$ cat src/hw/rtl/eei_pkg.sv
// ----------------------------------------------------------------------------
// eei_pkg
// Shared types and constants for the easing interpolator.
// ----------------------------------------------------------------------------
package eei_pkg;

    localparam int TIME_BITS_DEF = 24;
    localparam int FRAC_BITS_DEF = 16;

    localparam int TICK_W   = 24;
    localparam int VAL_W    = 32;
    localparam int MODE_W   = 5;
    localparam int STATUS_W = 2;

    // input tdata: span, start, end, begin, now (low to high)
    localparam int S_TDATA_W = 136;
    localparam int SPAN_LSB  = 0;
    localparam int START_LSB = SPAN_LSB + TICK_W;
    localparam int END_LSB   = START_LSB + VAL_W;
    localparam int BEGIN_LSB = END_LSB + VAL_W;
    localparam int NOW_LSB   = BEGIN_LSB + TICK_W;
    localparam int M_TDATA_W = VAL_W;

    localparam logic [MODE_W-1:0] MODE_LINEAR = 5'd0;
    localparam logic [MODE_W-1:0] MODE_IN     = 5'd1;
    localparam logic [MODE_W-1:0] MODE_OUT    = 5'd4;
    localparam logic [MODE_W-1:0] MODE_IN_OUT = 5'd9;

    typedef enum logic [STATUS_W-1:0] {
        ST_OK    = 2'd0,
        ST_MODE  = 2'd1,
        ST_SPAN  = 2'd2,
        ST_CLAMP = 2'd3
    } t_status;

    // travels alongside the progress divider
    typedef struct packed {
        logic              err;
        logic              x_one;
        t_status           status;
        logic [MODE_W-1:0] mode;
        logic [VAL_W-1:0]  start;
        logic [VAL_W:0]    diff;
    } t_side;

endpackage

$ cat src/hw/rtl/eei_divider.sv
// ----------------------------------------------------------------------------
// eei_divider
// Pipelined restoring divider, one quotient bit per stage, with sideband.
// ----------------------------------------------------------------------------
module eei_divider #(
    parameter int TIME_BITS = eei_pkg::TIME_BITS_DEF,
    parameter int FRAC_BITS = eei_pkg::FRAC_BITS_DEF,
    parameter int SIDE_W    = $bits(eei_pkg::t_side)
) (
    input  logic                 i_clk,
    input  logic                 i_rst_n,
    input  logic                 i_valid,
    output logic                 o_ready,
    input  logic [TIME_BITS-1:0] i_rem,
    input  logic [TIME_BITS-1:0] i_span,
    input  logic [SIDE_W-1:0]    i_side,
    output logic                 o_valid,
    input  logic                 i_ready,
    output logic [FRAC_BITS-1:0] o_quot,
    output logic [SIDE_W-1:0]    o_side
);

    logic [FRAC_BITS-1:0]                r_v;
    logic [FRAC_BITS-1:0][TIME_BITS-1:0] r_rem;
    logic [FRAC_BITS-1:0][TIME_BITS-1:0] r_span;
    logic [FRAC_BITS-1:0][FRAC_BITS-1:0] r_q;
    logic [FRAC_BITS-1:0][SIDE_W-1:0]    r_side;
    logic [FRAC_BITS-1:0]                w_rdy;

    for (genvar k = 0; k < FRAC_BITS; k++) begin : g_stage
        logic                 w_v_in;
        logic [TIME_BITS-1:0] w_rem_in;
        logic [TIME_BITS-1:0] w_span_in;
        logic [FRAC_BITS-1:0] w_q_in;
        logic [SIDE_W-1:0]    w_side_in;
        logic [TIME_BITS:0]   w_r2;
        logic [TIME_BITS:0]   w_sub;
        logic                 w_ge;
        logic [TIME_BITS-1:0] n_rem;
        logic [FRAC_BITS-1:0] n_q;

        if (k == 0) begin : g_first
            assign w_v_in    = i_valid;
            assign w_rem_in  = i_rem;
            assign w_span_in = i_span;
            assign w_q_in    = '0;
            assign w_side_in = i_side;
        end else begin : g_next
            assign w_v_in    = r_v[k-1];
            assign w_rem_in  = r_rem[k-1];
            assign w_span_in = r_span[k-1];
            assign w_q_in    = r_q[k-1];
            assign w_side_in = r_side[k-1];
        end

        if (k == FRAC_BITS - 1) begin : g_last_rdy
            assign w_rdy[k] = !r_v[k] || i_ready;
        end else begin : g_mid_rdy
            assign w_rdy[k] = !r_v[k] || w_rdy[k+1];
        end

        assign w_r2  = {w_rem_in, 1'b0};
        assign w_sub = w_r2 - {1'b0, w_span_in};
        assign w_ge  = (w_r2 >= {1'b0, w_span_in});
        assign n_rem = w_ge ? w_sub[TIME_BITS-1:0] : w_r2[TIME_BITS-1:0];
        assign n_q   = {w_q_in[FRAC_BITS-2:0], w_ge};

        always_ff @(posedge i_clk) begin
            if (!i_rst_n) begin
                r_v[k] <= 1'b0;
            end else if (w_rdy[k]) begin
                r_v[k] <= w_v_in;
            end
        end

        always_ff @(posedge i_clk) begin
            if (w_rdy[k] && w_v_in) begin
                r_rem[k]  <= n_rem;
                r_span[k] <= w_span_in;
                r_q[k]    <= n_q;
                r_side[k] <= w_side_in;
            end
        end
    end

    assign o_ready = w_rdy[0];
    assign o_valid = r_v[FRAC_BITS-1];
    assign o_quot  = r_q[FRAC_BITS-1];
    assign o_side  = r_side[FRAC_BITS-1];

endmodule

$ cat src/hw/rtl/easing_interpolator_unit.sv
// ----------------------------------------------------------------------------
// easing_interpolator_unit
// Quadratic easing between two Q16.16 values over a tick span.
// ----------------------------------------------------------------------------
// Stages: input stage, one divider stage per progress bit, square, curve,
// product and output register.
// Throughput: one transaction per cycle unless the output stalls; each stage stalls on its own.
// Reset: synchronous, active low; clears all valid bits, no clearing pass.
// ----------------------------------------------------------------------------
module easing_interpolator_unit #(
    parameter int TIME_BITS = eei_pkg::TIME_BITS_DEF,
    parameter int FRAC_BITS = eei_pkg::FRAC_BITS_DEF
) (
    input  logic                            i_clk,
    input  logic                            i_rst_n,
    input  logic                            i_s_axis_tvalid,
    output logic                            o_s_axis_tready,
    // span_ticks, start_value, end_value, begin_tick, now_tick (lowest first)
    input  logic [eei_pkg::S_TDATA_W-1:0]   i_s_axis_tdata,
    // mode
    input  logic [eei_pkg::MODE_W-1:0]      i_s_axis_tuser,
    output logic                            o_m_axis_tvalid,
    input  logic                            i_m_axis_tready,
    // eased_value
    output logic [eei_pkg::M_TDATA_W-1:0]   o_m_axis_tdata,
    // status
    output logic [eei_pkg::STATUS_W-1:0]    o_m_axis_tuser
);

    localparam int VAL_W  = eei_pkg::VAL_W;
    localparam int TICK_W = eei_pkg::TICK_W;
    localparam int SIDE_W = $bits(eei_pkg::t_side);
    localparam int SQ_W   = 2 * FRAC_BITS + 2;
    localparam int PROD_W = VAL_W + 1 + FRAC_BITS + 2;
    localparam int SUM_W  = VAL_W + 3;
    localparam logic [FRAC_BITS:0] ONE_FX  = {1'b1, {FRAC_BITS{1'b0}}};
    localparam logic [FRAC_BITS:0] HALF_FX = {2'b01, {(FRAC_BITS-1){1'b0}}};

    // ---------------- input stage ----------------
    logic [eei_pkg::MODE_W-1:0] w_mode;
    logic [TICK_W-1:0]          w_span_f, w_begin_f, w_now_f;
    logic [TIME_BITS-1:0]       w_span, w_begin, w_now;
    logic [VAL_W-1:0]           w_start, w_end;
    logic [TIME_BITS:0]         w_elapsed;
    logic                       w_neg, w_over, w_eq, w_mode_ok, w_span_zero;
    eei_pkg::t_side             n_a_side;
    logic [TIME_BITS-1:0]       n_a_rem;

    logic                       r_a_v;
    logic [TIME_BITS-1:0]       r_a_rem;
    logic [TIME_BITS-1:0]       r_a_span;
    eei_pkg::t_side             r_a_side;
    logic                       w_rdy_a;

    assign w_mode    = i_s_axis_tuser;
    assign w_span_f  = i_s_axis_tdata[eei_pkg::SPAN_LSB  +: TICK_W];
    assign w_start   = i_s_axis_tdata[eei_pkg::START_LSB +: VAL_W];
    assign w_end     = i_s_axis_tdata[eei_pkg::END_LSB   +: VAL_W];
    assign w_begin_f = i_s_axis_tdata[eei_pkg::BEGIN_LSB +: TICK_W];
    assign w_now_f   = i_s_axis_tdata[eei_pkg::NOW_LSB   +: TICK_W];

    if (TIME_BITS > TICK_W) begin : g_tick_ext
        assign w_span  = {{(TIME_BITS-TICK_W){1'b0}}, w_span_f};
        assign w_begin = {{(TIME_BITS-TICK_W){1'b0}}, w_begin_f};
        assign w_now   = {{(TIME_BITS-TICK_W){1'b0}}, w_now_f};
    end else begin : g_tick_cut
        assign w_span  = w_span_f[TIME_BITS-1:0];
        assign w_begin = w_begin_f[TIME_BITS-1:0];
        assign w_now   = w_now_f[TIME_BITS-1:0];
    end

    assign w_elapsed   = {1'b0, w_now} - {1'b0, w_begin};
    assign w_neg       = w_elapsed[TIME_BITS];
    assign w_over      = !w_neg && (w_elapsed[TIME_BITS-1:0] > w_span);
    assign w_eq        = !w_neg && (w_elapsed[TIME_BITS-1:0] == w_span);
    assign w_span_zero = (w_span == '0);

    always_comb begin
        w_mode_ok = (w_mode inside {eei_pkg::MODE_LINEAR, eei_pkg::MODE_IN,
                                    eei_pkg::MODE_OUT, eei_pkg::MODE_IN_OUT});
        n_a_side.err   = !w_mode_ok || w_span_zero;
        n_a_side.x_one = w_over || w_eq;
        n_a_side.mode  = w_mode;
        n_a_side.start = w_start;
        n_a_side.diff  = {w_end[VAL_W-1], w_end} - {w_start[VAL_W-1], w_start};
        if (!w_mode_ok) begin
            n_a_side.status = eei_pkg::ST_MODE;
        end else if (w_span_zero) begin
            n_a_side.status = eei_pkg::ST_SPAN;
        end else if (w_neg || w_over) begin
            n_a_side.status = eei_pkg::ST_CLAMP;
        end else begin
            n_a_side.status = eei_pkg::ST_OK;
        end
        if (n_a_side.err || w_neg || w_over || w_eq) begin
            n_a_rem = '0;
        end else begin
            n_a_rem = w_elapsed[TIME_BITS-1:0];
        end
    end

    logic                 w_div_in_rdy;
    logic                 w_div_v;
    logic [FRAC_BITS-1:0] w_div_q;
    logic [SIDE_W-1:0]    w_div_side_bits;
    eei_pkg::t_side       w_div_side;
    logic                 w_rdy_p1;

    assign w_rdy_a         = !r_a_v || w_div_in_rdy;
    assign o_s_axis_tready = w_rdy_a;

    always_ff @(posedge i_clk) begin
        if (!i_rst_n) begin
            r_a_v <= 1'b0;
        end else if (w_rdy_a) begin
            r_a_v <= i_s_axis_tvalid;
        end
    end

    always_ff @(posedge i_clk) begin
        if (w_rdy_a && i_s_axis_tvalid) begin
            r_a_rem  <= n_a_rem;
            r_a_span <= w_span;
            r_a_side <= n_a_side;
        end
    end

    // ---------------- progress divider ----------------
    eei_divider #(
        .TIME_BITS (TIME_BITS),
        .FRAC_BITS (FRAC_BITS),
        .SIDE_W    (SIDE_W)
    ) u_div (
        .i_clk   (i_clk),
        .i_rst_n (i_rst_n),
        .i_valid (r_a_v),
        .o_ready (w_div_in_rdy),
        .i_rem   (r_a_rem),
        .i_span  (r_a_span),
        .i_side  (r_a_side),
        .o_valid (w_div_v),
        .i_ready (w_rdy_p1),
        .o_quot  (w_div_q),
        .o_side  (w_div_side_bits)
    );

    assign w_div_side = eei_pkg::t_side'(w_div_side_bits);

    // ---------------- square ----------------
    logic [FRAC_BITS:0] w_x, w_rx, w_sq_op;
    logic               r_p1_v;
    logic [FRAC_BITS:0] r_p1_x;
    logic [SQ_W-1:0]    r_p1_sq;
    eei_pkg::t_side     r_p1_side;
    logic               w_rdy_p2;

    assign w_x  = w_div_side.x_one ? ONE_FX : {1'b0, w_div_q};
    assign w_rx = ONE_FX - w_x;

    always_comb begin
        case (w_div_side.mode)
            eei_pkg::MODE_IN:     w_sq_op = w_x;
            eei_pkg::MODE_IN_OUT: w_sq_op = (w_x < HALF_FX) ? w_x : w_rx;
            default:              w_sq_op = w_rx;
        endcase
    end

    assign w_rdy_p1 = !r_p1_v || w_rdy_p2;

    always_ff @(posedge i_clk) begin
        if (!i_rst_n) begin
            r_p1_v <= 1'b0;
        end else if (w_rdy_p1) begin
            r_p1_v <= w_div_v;
        end
    end

    always_ff @(posedge i_clk) begin
        if (w_rdy_p1 && w_div_v) begin
            r_p1_x    <= w_x;
            r_p1_sq   <= SQ_W'(w_sq_op) * SQ_W'(w_sq_op);
            r_p1_side <= w_div_side;
        end
    end

    // ---------------- curve ----------------
    logic [FRAC_BITS:0] w_sq_f, w_sq_f1, n_p2_c;
    logic               r_p2_v;
    logic [FRAC_BITS:0] r_p2_c;
    eei_pkg::t_side     r_p2_side;
    logic               w_rdy_p3;

    assign w_sq_f  = r_p1_sq[FRAC_BITS +: FRAC_BITS+1];
    assign w_sq_f1 = r_p1_sq[FRAC_BITS-1 +: FRAC_BITS+1];

    always_comb begin
        case (r_p1_side.mode)
            eei_pkg::MODE_IN:     n_p2_c = w_sq_f;
            eei_pkg::MODE_OUT:    n_p2_c = ONE_FX - w_sq_f;
            eei_pkg::MODE_IN_OUT: n_p2_c = (r_p1_x < HALF_FX) ? w_sq_f1 : ONE_FX - w_sq_f1;
            default:              n_p2_c = r_p1_x;
        endcase
    end

    assign w_rdy_p2 = !r_p2_v || w_rdy_p3;

    always_ff @(posedge i_clk) begin
        if (!i_rst_n) begin
            r_p2_v <= 1'b0;
        end else if (w_rdy_p2) begin
            r_p2_v <= r_p1_v;
        end
    end

    always_ff @(posedge i_clk) begin
        if (w_rdy_p2 && r_p1_v) begin
            r_p2_c    <= n_p2_c;
            r_p2_side <= r_p1_side;
        end
    end

    // ---------------- product ----------------
    logic                     r_p3_v;
    logic signed [PROD_W-1:0] r_p3_prod;
    eei_pkg::t_side           r_p3_side;
    logic                     w_rdy_p4;

    assign w_rdy_p3 = !r_p3_v || w_rdy_p4;

    always_ff @(posedge i_clk) begin
        if (!i_rst_n) begin
            r_p3_v <= 1'b0;
        end else if (w_rdy_p3) begin
            r_p3_v <= r_p2_v;
        end
    end

    always_ff @(posedge i_clk) begin
        if (w_rdy_p3 && r_p2_v) begin
            r_p3_prod <= $signed(r_p2_side.diff) * $signed({1'b0, r_p2_c});
            r_p3_side <= r_p2_side;
        end
    end

    // ---------------- sum, saturate, output register ----------------
    logic signed [PROD_W-1:0] w_shift;
    logic [VAL_W+1:0]         w_scaled;
    logic signed [SUM_W-1:0]  w_sum;
    logic [VAL_W-1:0]         w_sat, n_out_data;
    logic                     r_out_v;
    logic [VAL_W-1:0]         r_out_data;
    eei_pkg::t_status         r_out_status;

    assign w_shift  = r_p3_prod >>> FRAC_BITS;
    assign w_scaled = w_shift[VAL_W+1:0];
    assign w_sum    = $signed({{3{r_p3_side.start[VAL_W-1]}}, r_p3_side.start})
                    + $signed({w_scaled[VAL_W+1], w_scaled});

    always_comb begin
        if (!(&w_sum[SUM_W-1:VAL_W-1]) && (|w_sum[SUM_W-1:VAL_W-1])) begin
            w_sat = w_sum[SUM_W-1] ? {1'b1, {(VAL_W-1){1'b0}}} : {1'b0, {(VAL_W-1){1'b1}}};
        end else begin
            w_sat = w_sum[VAL_W-1:0];
        end
        n_out_data = r_p3_side.err ? '0 : w_sat;
    end

    assign w_rdy_p4 = !r_out_v || i_m_axis_tready;

    always_ff @(posedge i_clk) begin
        if (!i_rst_n) begin
            r_out_v <= 1'b0;
        end else if (w_rdy_p4) begin
            r_out_v <= r_p3_v;
        end
    end

    always_ff @(posedge i_clk) begin
        if (w_rdy_p4 && r_p3_v) begin
            r_out_data   <= n_out_data;
            r_out_status <= r_p3_side.status;
        end
    end

    assign o_m_axis_tvalid = r_out_v;
    assign o_m_axis_tdata  = r_out_data;
    assign o_m_axis_tuser  = r_out_status;

    // ---------------- assertions ----------------
    a_err_zero: assert property (@(posedge i_clk) disable iff (!i_rst_n)
        (o_m_axis_tvalid && (o_m_axis_tuser == eei_pkg::ST_MODE ||
                             o_m_axis_tuser == eei_pkg::ST_SPAN))
        |-> (o_m_axis_tdata == '0))
        else $error("error status with non-zero value");

    a_curve_range: assert property (@(posedge i_clk) disable iff (!i_rst_n)
        r_p2_v |-> (r_p2_c <= ONE_FX))
        else $error("curve value above one");

    a_out_fill: assert property (@(posedge i_clk) disable iff (!i_rst_n)
        (r_p3_v && !o_m_axis_tvalid) |=> o_m_axis_tvalid)
        else $error("empty output register failed to take product");

endmodule

$ cat config.mk
export PLATFORM = sky130hd
export DESIGN_NAME = easing_interpolator_unit
export DESIGN_NICKNAME = d
export VERILOG_FILES = /design/src/hw/rtl/eei_pkg.sv /design/src/hw/rtl/eei_divider.sv /design/src/hw/rtl/easing_interpolator_unit.sv
export SDC_FILE = /design/constraint.sdc
export NUM_CORES = 2
export LEC_CHECK = 0
export BUFFER_PORTS_ARGS = -buffer_cell sky130_fd_sc_hd__buf_2
export CELL_PAD_IN_SITES_DETAIL_PLACEMENT = 1
export CELL_PAD_IN_SITES_GLOBAL_PLACEMENT = 1
export CORE_MARGIN = 4
export CORE_UTILIZATION = 54
export DETAILED_ROUTE_END_ITERATION = 8
export PLACE_DENSITY_LB_ADDON = 0.1
export SLEW_MARGIN = 5
export SYNTH_ARGS = -nofsm -noshare
export SYNTH_HDL_FRONTEND = slang
export SYNTH_SLANG_ARGS = --single-unit
$ cat constraint.sdc
create_clock -name i_clk -period 18 [get_ports i_clk]
set_input_delay 2.7 -clock i_clk [delete_from_list [all_inputs] [get_ports i_clk]]
set_output_delay 2.7 -clock i_clk [all_outputs]
set_load 0.02 [all_outputs]
## Word-level counts from Yosys, hierarchy flattened

Cells that the tools add are included.

| word-level totals | value |
|---|---|
| flip-flop bits (word level) | 2510 |
| word-level logic and storage cells | 279 |

| cells by class | value |
|---|---|
| $add $sub $neg | 21 |
| $mul | 2 |
| magnitude comparators | 19 |
| eq/ne operators | 9 |
| multiplexer cells | 24 |
| reductions and logical operators | 80 |

Operators with widths:

| cell | count |
|---|---|
| 25-bit by 24-bit >= comparator with 1-bit output | 16 |
| 24-bit two-way mux | 15 |
| 24-bit subtractor | 15 |
| 32-bit two-way mux | 2 |
| 17-bit two-way mux | 3 |
| 17-bit one-hot mux with 3 select lines | 1 |
| 17-bit subtractor, first input constant | 3 |
| 33-bit by 18-bit multiplier with 50-bit output | 1 |
| 32-bit by 34-bit adder with 35-bit output | 1 |
| 17-bit by 16-bit less-than comparator with 1-bit output, second input constant | 2 |
| 17-bit one-hot mux with 2 select lines | 1 |
| 17-bit by 17-bit multiplier with 33-bit output | 1 |
| 32-bit by 32-bit subtractor with 33-bit output | 1 |
| 1-bit logical OR | 27 |
| 24-bit by 24-bit subtractor with 25-bit output | 1 |
| 24-bit == test | 1 |
| 24-bit greater-than comparator | 1 |
| 1-bit logical AND | 24 |
| 1-bit logical NOT | 24 |
| 24-bit logical NOT | 1 |
| 5-bit by 1-bit == test with 1-bit output, second input constant | 3 |
| 5-bit by 4-bit == test with 1-bit output, second input constant | 3 |
| 5-bit by 3-bit == test with 1-bit output, second input constant | 2 |
| 5-bit logical NOT | 1 |
| 4 further kinds | 5 |

## Longest topological paths before layout

| logic depth | value |
|---|---|
| depth in word-level cells | 23 |
| mapped depth | 35 |
| depth with buffers taken out | 33 |

## Modules after synthesis

From an unflattened synthesis, not the netlist that was laid out.

| unflattened totals | value |
|---|---|
| cell total of the unflattened synthesis | 10100 |
| area, all modules | 131084.5 µm² |

Modules (own cells, without submodules):

| module | instances | cells an instance | area an instance (µm²) |
|---|---|---|---|
| eei_divider | 1 | 5606 | 84825.1 |
| easing_interpolator_unit | 1 | 4494 | 46259.4 |

## Worst setup path after synthesis

No wires, ideal clock.

| path | value |
|---|---|
| kind | input -> register |
| start | in i_m_axis_tready |
| end | reg u_div.r_q (netlist bit u_div.g_stage[10].w_q_in[0]) (enable) |
| library setup time | 0.826 ns |
| data arrival time | 13.214 ns |
| slack | 3.961 ns |
| stages | 8 |
| path buffers | 0 |
| path through | nor2b_1 and3_1 and3_1 and2_1 nand2_1 nor2_1 and2_1 a21boi_0 |

| on the way | value |
|---|---|
| cells in the longest elaborated chain, start to end | 12 |

Ends and longest elaborated chain:

| what | RTL line | RTL |
|---|---|---|
| start: declaration | easing_interpolator_unit.sv:23 | `input logic i_m_axis_tready,` |
| 1-bit logical OR | easing_interpolator_unit.sv:268 | `assign w_rdy_p4 = !r_out_v \|\| i_m_axis_tready;` |
| 1-bit logical OR | easing_interpolator_unit.sv:228 | `assign w_rdy_p3 = !r_p3_v \|\| w_rdy_p4;` |
| 1-bit logical OR | easing_interpolator_unit.sv:205 | `assign w_rdy_p2 = !r_p2_v \|\| w_rdy_p3;` |
| 1-bit logical OR | easing_interpolator_unit.sv:168 | `assign w_rdy_p1 = !r_p1_v \|\| w_rdy_p2;` |
| 1-bit logical OR | eei_divider.sv:57 | `assign w_rdy[k] = !r_v[k] \|\| i_ready;` |
| 1-bit logical OR (6 in series) | eei_divider.sv:59 | `assign w_rdy[k] = !r_v[k] \|\| w_rdy[k+1];` |
| 1-bit logical AND | eei_divider.sv:77 | `if (w_rdy[k] && w_v_in) begin` |
| end signal: indexed assignment | eei_divider.sv:80 | `r_q[k] <= n_q;` |
| end: declaration | eei_divider.sv:26 | `logic [FRAC_BITS-1:0][FRAC_BITS-1:0] r_q;` |

Every way passes these cells.
A chain may end at the register's enable or synchronous reset.

## Final worst setup path

| path | value |
|---|---|
| start | reg u_div.r_side (netlist bit u_div.o_side[72]) |
| end | reg r_p1_sq[32], data pin |

| on the way | value |
|---|---|
| cells in the longest elaborated chain, start to end | 5 |
| elaborated cells between the ends (all ways) | 6 |

Ends and longest elaborated chain:

| what | RTL line | RTL |
|---|---|---|
| start: declaration | eei_divider.sv:27 | `logic [FRAC_BITS-1:0][SIDE_W-1:0] r_side;` |
| start signal: indexed assignment | eei_divider.sv:81 | `r_side[k] <= w_side_in;` |
| 17-bit two-way mux * | easing_interpolator_unit.sv:157 | `assign w_x = w_div_side.x_one ? ONE_FX : {1'b0, w_div_q};` |
| 17-bit subtractor or 17-bit by 16-bit less-than comparator with 1-bit output (tied branches) | easing_interpolator_unit.sv:158, easing_interpolator_unit.sv:163 |  |
| 17-bit two-way mux | easing_interpolator_unit.sv:163 | `eei_pkg::MODE_IN_OUT: w_sq_op = (w_x < HALF_FX) ? w_x : w_rx;` |
| 17-bit one-hot mux with 2 select lines * | easing_interpolator_unit.sv:161 | `case (w_div_side.mode)` |
| 17-bit by 17-bit multiplier with 33-bit output * | easing_interpolator_unit.sv:181 | `r_p1_sq <= SQ_W'(w_sq_op) * SQ_W'(w_sq_op);` |
| end signal: assignment | easing_interpolator_unit.sv:181 |  |
| end: declaration | easing_interpolator_unit.sv:153 | `logic [SQ_W-1:0] r_p1_sq;` |

Mark *: on every way between the ends. The rest lies on a longest branch, timed or not.

==> flow_summary.toml <==
[status]
status = "complete, no violations"

[worst_setup_path]
cpPeakStageDelay_ns = 0.96
crit_path_start_kind = "flop"
path_class = "flop to flop"
arrival_ns = 11.04
cp_slowest_cell = "edfxtp_1"
required_ns = 18.63
cp_max_fo = 29
cp-end-kind = "flop"
path_common_cell = "fa_1"

[clock_network]
h-tree-depth = 5
cts_resized = 0
ctsRootBufferMaster = "clkbuf_16"
path_clk_slew_ns = 0.06
cts_tree = "done"
clock_latency_ns = 0.96
ctsHoldBuffers = 0
cts_buffers = 280
clockBufferDepth = 4
cts_sinks = 2479
post_cts.repair.setup_buffers = 0

[timing]
max_freq_mhz = 96.0
finalClockSkew_ns = 0.0943
fin_hold_ws_ns = 0.380
hold_violations = 0
rsz0062_at_grt = "no"
timing.final.crit_share_pct = 57.9
layout_min_cycle_time_ns = 10.41
relSlewSlack_pct = 23.6
worst_slew_pin_slew_ns = 1.14
fin_tns_setup_ns = 0
setup_viol = 0
slew_viol_final = 0

[synthesis]
synthTopCellsByCount = "2,458 x edfxtp_1, 1,462 x inv_1, 735 x fa_1, 725 x nand2_1, 720 x ha_1"
synth-simple-area-share_pct = 7.72
synth_fa_ha_area_share_pct = 18.2
synth_top_area_share_pct = 56.8
synthMuxAreaShare_pct = 1.88
yosysSeqAreaShare_pct = 57.1
postSynth.topFlopCell = "edfxtp_1"
yosysUniqueCellTypes = 89
synth_compound_area_share_pct = 7.24
synth.area.top_cells = "edfxtp_1 57%, fa_1 11%, ha_1 6.9%"
synth_top_family_by_area = "adder cells"
yosys_register_bits = 2479
yosysMostFrequentCell = "edfxtp_1"
synthCells = 9781
async_flop_share_pct = 0
synth-warning-count = 0
yosysTopAreaCell = "edfxtp_1"
synth.avg_cell_area_sq_um = 13.3
synth_nets = 11400
synthXorXnorAreaFrac_pct = 2.95
syn-cell-area_sq_um = 130000
synth_edf_count = 2458

[layout]
layout.nets = 11700
area_growth_syn_to_layout_pct = 10.4
drive_above_1_share_pct = 9.35

[detailed_routing]
routedWlPerCell_um = 22.0
vias = 74800
drt-total-wl_um = 297000
final_antenna_net_count = 0
firstDrtPassIters = 7
drt_iter0_markers = 4326
vias_per_cell = 5.53
drc = 0

[power]
p_per_area_nw_per_um2 = 84.2
p_sw_share_pct = 20.1
switching_power_uw = 2440
irDropWorstVdd_uv = 100
seq_power_share_pct = 52.7
clkPwrFrac_pct = 44.2
intPower_uw = 9650
p_leak_uw = 0.0569
p_comb_share_pct = 3.1

[floorplanning]
die-area_sq_um = 249000
start_util_pct = 54.5
core_sq_um = 239000
row_count = 179
die_x_um = 499
fp.dieH_um = 499
ios = 181

[global_routing]
grt_max_degree = 112
grt_pass1_wl_um = 475000
antenna_found_initial = 7
grt_pass1_vias = 83500
track_usage_pct = 24.4
grt_overflow = 0

[placed_design]
place.gp.congestion = 0.883
io_buffers = 180
dpl.hpwl_um = 228000

[worst_hold_path]
hp-class = "flop to flop"

[flow_run]
maxCapViolCount = 0
stage by stage:
stage          utilization, %  instances  power, uW  area, sq um  worst slack [ns]
6_report                 60.1      13500      12100       144000              7.59
5_1_grt                  60.1      13500      12600       144000              6.82
4_1_cts                  60.1      13500      12200       144000              7.41
3_5_place_dp             56.6      13000       6860       135000              7.43
3_3_place_gp             56.6      13000       6840       135000              7.77
2_1_floorplan               -       9781       6750       130000              3.96
power groups by stage:
stage | registers [uW] | clock network (uW) | logic (uW)
2_1_floorplan | 6480 | 0 | 263
3_3_place_gp | 6480 | 0 | 360
3_5_place_dp | 6490 | 0 | 378
4_1_cts | 6370 | 5480 | 382
5_1_grt | 6370 | 5770 | 424
6_report | 6370 | 5340 | 380
final cells by class:
type                    count  area, sq um
flip-flops and latches   2479        74200
well taps                3167         3960
inverters                1467         5510
diodes                      3         7.51
fillers                 23400        95200
clock inverters           129         1120
multi-input cells        5647        49700
repair buffers            273         1610
clock buffers             346         7420
worst paths after layout:
path,from,end,slack [ns],cells past startpoint
worst min register to register,u_div.g_stage[3].w_side_in[1]$_DFFE_PP_,u_div.g_stage[4].w_side_in[1]$_DFFE_PP_,0.38,0
worst min-delay path,u_div.g_stage[3].w_side_in[1]$_DFFE_PP_,u_div.g_stage[4].w_side_in[1]$_DFFE_PP_,0.38,0
worst max register to register,u_div.o_side[72]$_DFFE_PP_,r_p1_sq[32]$_DFFE_PP_,7.59,30
worst max-delay path,u_div.o_side[72]$_DFFE_PP_,r_p1_sq[32]$_DFFE_PP_,7.59,30
flip-flops by register name, indices dropped and copies added, names as in the netlist, 2 cells and up:
name,cells
r_p3_prod,34
u_div.g_stage.w_rem_in,360
u_div.g_stage.w_span_in,360
u_div.g_stage.w_side_in,1110
u_div.o_quot,16
r_p2_c,17
r_p1_side,73
r_a_span,24
r_a_rem,24
r_p3_side,35
u_div.g_stage.w_v_in,15
r_p1_sq,18
o_m_axis_tdata,32
o_m_axis_tuser,2
r_a_side,74
u_div.g_stage.w_q_in,120
u_div.o_side,74
r_p2_side,68
r_p1_x,17
layer usage:
layer  global-route usage, %  share of wire [%]
met1                    30.8                 41
met2                    44.2                 53
met3                    3.37                4.1
met4                    6.57                2.6
met5                       0                  0
placed cells by master, fill, tap and decap left out, types with 55 or more instances in the layout:
cell | synthesis | final
nor2b_1 | 111 | 99
buf_2 | 27 | 180
inv_1 | 1462 | 1462
nor2_1 | 406 | 405
o21ai_0 | 339 | 339
mux2_2 | 193 | 193
xor2_1 | 160 | 160
o21a_1 | 82 | 82
ha_1 | 720 | 720
a21o_1 | 201 | 201
nor3_1 | 123 | 122
nand4_1 | 70 | 70
nand3_1 | 89 | 89
xnor2_1 | 278 | 278
clkbuf_1 | 145 | 55
edfxtp_1 | 2458 | 2458
and2_1 | 246 | 244
nand2b_1 | 75 | 75
clkbuf_16 | 0 | 285
fa_1 | 735 | 735
a21oi_1 | 419 | 417
and3_1 | 60 | 60
nand2_1 | 725 | 725
buf_4 | 6 | 92
worst max-delay path: cells and delay by family, from the launching register on:
family	cells	cell delay [ns]
compound gates	8	2.11
xor+xnor	1	0.13
fa+ha+maj	8	3.74
buf+inv	5	0.76
flops	1	0.96
simple gates	8	2.43
kinds of logic after synthesis:
kind of cell / Yosys count
AOI/OAI and AO/OA: 1469
xor gates and xnor gates: 438
adders and majority gates: 1455
buffers and inverters: 1655
DFF: 2479
muxes: 220
and+or+nand+nor: 2065
No activity file was read; power rests on OpenSTA's default activity.
